`config.mk`:
```
export PLATFORM = sky130hd
export DESIGN_NAME = lps_div
export DESIGN_NICKNAME = d
export VERILOG_FILES = /design/src/design/lps_div.sv
export SDC_FILE = /design/constraint.sdc
export NUM_CORES = 1
export LEC_CHECK = 0
export BUFFER_PORTS_ARGS = -buffer_cell sky130_fd_sc_hd__buf_2
export CAP_MARGIN = 15
export CORE_UTILIZATION = 25
export CTS_BUF_LIST = sky130_fd_sc_hd__clkbuf_4
export CTS_CLUSTER_SIZE = 10
export DETAILED_ROUTE_END_ITERATION = 6
export PLACE_DENSITY = 0.56
export SKIP_LAST_GASP = 1
export SYNTH_ARGS = -nofsm -noshare
export SYNTH_HDL_FRONTEND = slang
export SYNTH_SLANG_ARGS = --single-unit
```
`constraint.sdc`:
```
create_clock -name clock -period 2.1 [get_ports clock]
set_input_delay 0.42 -clock clock [delete_from_list [all_inputs] [get_ports clock]]
set_output_delay 0.42 -clock clock [all_outputs]
set_load 0.01 [all_outputs]
```
`src/design/lps_div.sv`:
```
// Module: restoring divider, one quotient bit per cycle, for the Q8 mean.
`timescale 1ns / 1ps

module lps_div #(
   parameter int DVD_BITS = 50,
   parameter int DVS_BITS = 11
) (
   input  logic                clock,
   input  logic                reset,
   input  logic                start,
   input  logic [DVD_BITS-1:0] dividend,
   input  logic [DVS_BITS-1:0] divisor,
   output logic                done,
   output logic [DVD_BITS-1:0] quotient
);

   localparam int CNT_W = $clog2(DVD_BITS + 1);

   logic                busy_ff, done_ff;
   logic [CNT_W-1:0]    cnt_ff;
   logic [DVD_BITS-1:0] quo_ff, quo_in;
   logic [DVS_BITS-1:0] rem_ff, rem_in;
   logic [DVS_BITS-1:0] dvs_ff;
   logic [DVS_BITS:0]   trial;
   logic                ge;

   always_comb begin
      trial  = {rem_ff, quo_ff[DVD_BITS-1]};
      ge     = trial >= {1'b0, dvs_ff};
      rem_in = ge ? DVS_BITS'(trial - {1'b0, dvs_ff}) : DVS_BITS'(trial);
      quo_in = {quo_ff[DVD_BITS-2:0], ge};
   end

   always_ff @(posedge clock) begin
      if (reset) begin
         busy_ff <= 1'b0;
         done_ff <= 1'b0;
         cnt_ff  <= '0;
      end else if (start) begin
         busy_ff <= 1'b1;
         done_ff <= 1'b0;
         cnt_ff  <= CNT_W'(DVD_BITS);
      end else if (busy_ff) begin
         cnt_ff <= cnt_ff - CNT_W'(1);
         if (cnt_ff == CNT_W'(1)) begin
            busy_ff <= 1'b0;
            done_ff <= 1'b1;
         end
      end
   end

   always_ff @(posedge clock) begin
      if (start) begin
         quo_ff <= dividend;
         rem_ff <= '0;
         dvs_ff <= divisor;
      end else if (busy_ff) begin
         quo_ff <= quo_in;
         rem_ff <= rem_in;
      end
   end

   assign done     = done_ff;
   assign quotient = quo_ff;

endmodule

```
==> results of run 1 <==
## state kept, by name, summed over array words and instances, names as in the netlist
signal / cells
dvs_ff: 11
rem_ff: 11
cnt_ff: 6
busy_ff: 1
done: 1
quotient: 50
## cells in the final DEF, fill, tap and decap left out, types with 2 or more instances in the layout
cell,netlist,routed
o21ai_1,3,2
a211oi_1,7,4
nor3_1,6,5
ha_1,13,11
edfxtp_1,61,61
o211ai_1,3,3
a21oi_1,7,7
inv_1,15,14
buf_2,2,113
o21ai_4,1,2
clkinvlp_4,0,2
mux2i_1,7,6
buf_6,2,2
nor4_1,2,2
dfxtp_1,19,18
clkbuf_4,0,9
inv_6,0,2
nand2b_1,4,4
a211oi_2,1,4
nor2_1,26,26
a311oi_1,2,2
or3_1,2,2
mux2_2,50,50
clkinv_2,0,2
ha_4,0,2
xor2_1,2,2
buf_12,0,3
nand3_1,2,2
o21ai_0,5,5
xnor2_1,8,8
o21a_1,2,2
nand2_1,10,10
buf_4,0,23
nor4_2,2,2
## cells by family after synthesis
kind of cell	share of synthesized area, %
mux	16.6
fa+ha+maj	4.68
compound gates	7.43
buf+inv	3.33
flops	56.6
xor+xnor	2.24
simple gates	9.13
## what timing repair did
item | 4_1_cts | 5_1_grt
setup endpoints to repair | 12 | 12
resized for setup | 5 | 12
setup buffers | 2 | 2
pin swaps | 3 | 9
## through the flow
stage	area (um2)	power (mW)
after detailed placement	4860	2.94
after floorplan	3920	2.58
after CTS	5020	3.81
final	5090	3.78
after global placement	4860	2.92
after global routing	5090	4.01
## metal layers
metal  up-vias  share of wire (%)  GRT usage (%)
met2        85                 47           17.1
met1      1343                 46           14.4
met4         0                2.4           6.51
met5         -                  0              0
met3        14                5.2           3.14
li1       1381                  -              -
## area by class of cell
type                    instances  area, um2  area share [%]
flip-flops and latches         80       2210            43.5
multi-input cells             188       1650            32.4
repair buffers                141        821            16.1
well taps                     188        235            4.62
clock buffers                   9       67.6            1.33
inverters                      15       56.3            1.11
clock inverters                 7       46.3           0.909
diodes                          1       2.50          0.0491
## path summary, 6_finish.rpt
| path | startpoint | to | cells past startpoint |
|---|---|---|---|
| setup / recovery | quotient[49] | rem_ff[10] | 10 |
| hold / removal | divisor[0] | dvs_ff[0] | 1 |
| setup reg to reg | quotient[49] | rem_ff[10] | 10 |
| hold reg to reg | rem_ff[4] | rem_ff[4] | 2 |
## power groups by stage
stage | Sequential, mW | Combinational, mW | Clock (mW)
after global placement | 2.00 | 0.925 | 0
after detailed placement | 2.00 | 0.933 | 0
after global routing | 1.99 | 1.08 | 0.927
after CTS | 1.97 | 0.957 | 0.878
after floorplan | 2.04 | 0.532 | 0
final | 1.97 | 0.987 | 0.821
## worst register-to-register path, delay by kind of cell (launching register included)
family	cells	cell delay, ns
mux	1	0.21
compound gates	4	0.82
simple gates	1	0.05
buf+inv	2	0.25
flops	1	0.43
fa+ha+maj	2	0.37
==> impl_results.md, run 1 <==
* Outcome: finished with violations
* Failing checks: setup timing
* Setup TNS at -0.543 ns
* Crit-path max FO at 4
* Site Rows at 45
* Worst Hold Class: in2reg
* Cell internal pwr at 2.64 mW
* Effective utilization at floorplan at around 26%
* Mapped Area at 3910 um2
* Async set-or-reset flop fraction in the synthesized netlist at 0%
* Ports at 115
* First-pass iteration count of the detailed router at 7
* Hold-fix buffers at CTS at 0
* Worst reg-to-reg setup slack at -0.11 ns
* Total of max-cap violations at 0
* Antenna violations before repair at 1
* Port Buf Inserts at 114
* Smallest setup slack after layout at -0.110 ns
* Total Wirelength at ~8700 um
* Synthesized net count at roughly 380
* Post-layout net count at a little over 500
* Starting DRT DRC Count at 144
* Total gr overflow at 0
* Most frequent cell after synthesis: edfxtp_1
* Switching share of total power at 30.2%
* H-tree levels at 3
* First-pass GRT wire length at approximately 14000 um
* Vias post-DR at approximately 2800
* CP required at roughly 2.5 ns
* Worst slack at placement at -0.105 ns
* Clk_skew at ~0.017 ns
* Die width at between 100 and 150 um
* CTS Buffer Depth at 2
* Clk Latency, worst-skew pair at ~0.46 ns
* WL/cell at approximately 14 um
* Fraction of final layout cells with drive strength greater than 1 at 53.0%
* Worst rel slew slack at roughly two thirds
* Top cell type by total area after synthesis: edfxtp_1
* Comb pwr share at a little over a quarter
* Detailed-route DRC error count at 0
* Antenna violation net count after detailed routing at 0
* Crit path buffers/inverters at 2
* Filler Cells Inserted at ~1500
* CP Class: reg2reg
* Critical path cell sequence: inv_2 > ha_4 > fa_2 > nor2b_4 > o31a_4 > o21ai_4 > buf_6 > mux2i_1 > o21ai_1 > a311oi_1
* Clk slew on worst S/H paths at 0.13 ns
* Minimum clock period after layout at around 2.2 ns
* Yosys reg bits at 80
* Commonest cells in the netlist: edfxtp_1, mux2_2, nor2_1
* Slew Viols, Final at 0
* Final Hold Slack at between 0.1 and 0.15 ns
* RD Place Congestion at around 0.82
* Worst setup SP type: flop
* Sink Count at 80
* DP Cell Count at 608
* Sequential power share at 52.1%
* Critical path arrival at around 2.6 ns
* Top-area cell type share of the netlist area at about 47%
* Setup violators final at 9
* P_sw at around 1.1 mW
* CTS Root Cell: clkbuf_4
* CTS tree: done
* Worst VDD drop at 423 uV
* Distinct cells, synth at 50
* Die Footprint at 16100 um2
* Largest net degree at the start of global routing at 54
* Synthesized area per cell at ~13 um2
* RSZ-0062 raised after global routing: true
* Area Growth Syn to Fin at 30.3%
* Drt via density at 4.49
* Crit path largest cell delay at between 0.4 and 0.5 ns
* Die span in y at 127 um
* Seq/Total Area, Yosys at a little under three fifths
* Number of synthesized flops with an enable pin at 61
* Fmax at 452 MHz
* Hold Fails Final Rpt at 0
* Ys flop type: edfxtp_1
* CP endpoint kind: flop
* Slowest stage cell on the critical path: edfxtp_1
* Number of global-route vias before repair at 2771
* Cell family with most CP delay: compound AO/OA/AOI/OAI gates
* Area contributors post-synth: edfxtp_1, mux2_2, dfxtp_1, ha_1, nor2_1
* Cells after Synth at 298
* Core Area at about 15000 um2
* Final core occ at about a third
* Post-route insts no fill at 629
* Clock power share at between 20% and 30%
* Yosys warning total at 0
* PwrDens at roughly 740 nW/um2
* Total track usage at around 11%
* Hpwl dp at roughly 6200 um
* Worst-Margin Slew at approximately 0.48 ns
* Final period utilization at 105%
* Leakage at about 2.1 nW
* Num CTS Buffers at 9
Note: power is estimated with default switching activity, not from simulation.
==> run 2, diff against run 1 <==
- SETUP_SLACK_MARGIN: not set -> 0.3
==> run 2 against run 1 <==
The run still ends with setup timing left. Clock skew fell by 0.0022 ns. Via count barely moved. Clock-buffer cell count rose by 2. Die area did not move. Sequential share of layout area fell by 0.90 points. Worst hold slack improved by 0.0043 ns. Wire length rose by 3.4%. Design area rose by 2.1%. Core utilization rose by 0.69 points. Critical path type unchanged.
==> impl_results.md, run 2 (synthesis results as in run 1) <==
* Outcome: finished with violations
* Failing checks: setup timing
* Area Growth Syn to Fin at 33.0%
* Fraction of final layout cells with drive strength greater than 1 at between 50% and 60%
* Drt via density at 4.43
* Clock power share at 26.5%
* Total Wirelength at around 9000 um
* PwrDens at 782 nW/um2
* Post-route insts no fill at 638
* Hpwl dp at 6560 um
* RSZ-0062 raised after global routing: true
* First-pass GRT wire length at ~14000 um
* Most frequent cells in the layout: buf_2, edfxtp_1, mux2_2, buf_4, nor2_1
* Core Area at 15200 um2
* Post-layout net count at around 520
* Total track usage at 11.8%
* Minimum clock period after layout at 2.22 ns
* P_sw at ~1.1 mW
* Worst setup SP type: flop
* Comb pwr share at roughly a quarter
* Crit-path max FO at 3
* Total gr overflow at 0
* Num CTS Buffers at 9
* Clk slew on worst S/H paths at between 0.1 and 0.15 ns
* Hold-fix buffers at CTS at 0
* Total of max-cap violations at 0
* RD Place Congestion at 0.797
* Starting DRT DRC Count at roughly 190
* CTS tree: done
* Fmax at 451 MHz
* Largest net degree at the start of global routing at 32
* Antenna violations before repair at 1
* Die Footprint at around 16000 um2
* Clk Latency, worst-skew pair at ~0.45 ns
* Final period utilization at 106%
* Area of placed instances at just under 5000 um2
* Worst slack at placement at -0.118 ns
* Cell internal pwr at roughly 2.9 mW
* Hold Fails Final Rpt at 0
* Worst rel slew slack at between 60 and 70%
* Switching share of total power at between 20 and 30%
* Effective utilization at floorplan at 25.7%
* Slew Viols, Final at 0
* Number of global-route vias before repair at 2910
* Worst-Margin Slew at 0.461 ns
* Leakage at ~2.1 nW
* Port Buf Inserts at around 110
* Ports at between 100 and 150
* Critical path arrival at roughly 2.6 ns
* DP Cell Count at about 600
* Site Rows at 45
* H-tree levels at 3
* Worst Hold Class: in2reg
* Clk_skew at 0.0145 ns
* Filler Cells Inserted at 1551
* Vias post-DR at between 2000 and 3000
* Max reg flops at 50
* Detailed-route DRC error count at 0
* CTS Root Cell: clkbuf_4
* Final Hold Slack at between 0.1 and 0.15 ns
* CP Class: reg2reg
* Worst VDD drop at 380 uV
* CP endpoint kind: flop
* First-pass iteration count of the detailed router at 4
* Setup TNS at -0.540 ns
* Sink Count at 80
* Smallest setup slack after layout at -0.118 ns
* Setup violators final at 11
* Antenna violation net count after detailed routing at 0
* WL/cell at ~14 um
* Design area at just over 5000 um2
* Die span in y at 127 um
* Die width at approximately 130 um
* CTS Buffer Depth at 2
* Most common cell after layout, fill and taps aside: buf_2
* Sequential power share at 48.5%
* CP required at approximately 2.5 ns
-- run 2: cell types whose count changed in the layout (fill, tap and decap cells not counted), sizes merged --
cell      change
clkbuf        +2
bufinv        +2
o21ai         +1
inv           -1
buf           +8
clkinvlp      -1
clkinv        -2
-- run 2: metal layers --
metal,track usage (%),routed length (um)
met1,14.8,4250
met2,18.2,4090
met3,2.85,396
met4,7.28,243
met5,0,0
-- run 2: stage by stage --
| step | power (mW) | util [%] |
|---|---|---|
| 2_1_floorplan | 2.58 | - |
| 3_3_place_gp | 2.94 | 32.3 |
| 3_5_place_dp | 2.96 | 32.3 |
| 4_1_cts | 4.11 | 33.9 |
| 5_1_grt | 4.31 | 34.2 |
| 6_report | 4.07 | 34.2 |
-- run 2: layout make-up --
| type | count | area [um2] | area share [%] |
|---|---|---|---|
| antenna | 1 | 2.50 | 0.0481 |
| clock buffer | 11 | 82.6 | 1.59 |
| clock inverter | 5 | 80.1 | 1.54 |
| timing repair buffer | 149 | 881 | 16.9 |
| multi-input combinational | 189 | 1650 | 31.7 |
| inverter | 15 | 56.3 | 1.08 |
| tap | 188 | 235 | 4.53 |
| sequential | 80 | 2210 | 42.6 |
-- run 2: worst paths after layout --
kind,start,end,slack [ns],cells past startpoint
setup / recovery,quotient[49],rem_ff[10],-0.12,10
hold / removal,divisor[5],dvs_ff[5],0.14,1
setup reg to reg,quotient[49],rem_ff[10],-0.12,10
hold reg to reg,rem_ff[3],rem_ff[3],0.51,2
-- run 2: repair_timing --
item                                    4_1_cts  5_1_grt
buffers inserted                              3        3
hold endpoints to repair                      0        0
pin swaps                                     5        4
cloned                                        1        0
resized for setup                             8        5
endpoints found under the setup margin       12       12
-- run 2: critical path, cell delays in order, from the launching register on --
cell and delay (ns):
edfxtp_1 0.42, inv_2 0.10, ha_4 0.14, fa_2 0.23
nor2b_4 0.05, o31a_4 0.29, o21ai_4 0.21, buf_6 0.14
mux2i_1 0.17, o21ai_1 0.09, a311oi_1 0.30
-- run 2: power groups by stage --
stage          Clock [mW]  Sequential [mW]  Combinational (mW)
6_report             1.08             1.97                1.02
3_5_place_dp            0             2.01               0.957
3_3_place_gp            0             2.00               0.945
5_1_grt              1.20             1.99                1.12
4_1_cts              1.13             1.98                1.00
2_1_floorplan           0             2.04               0.533
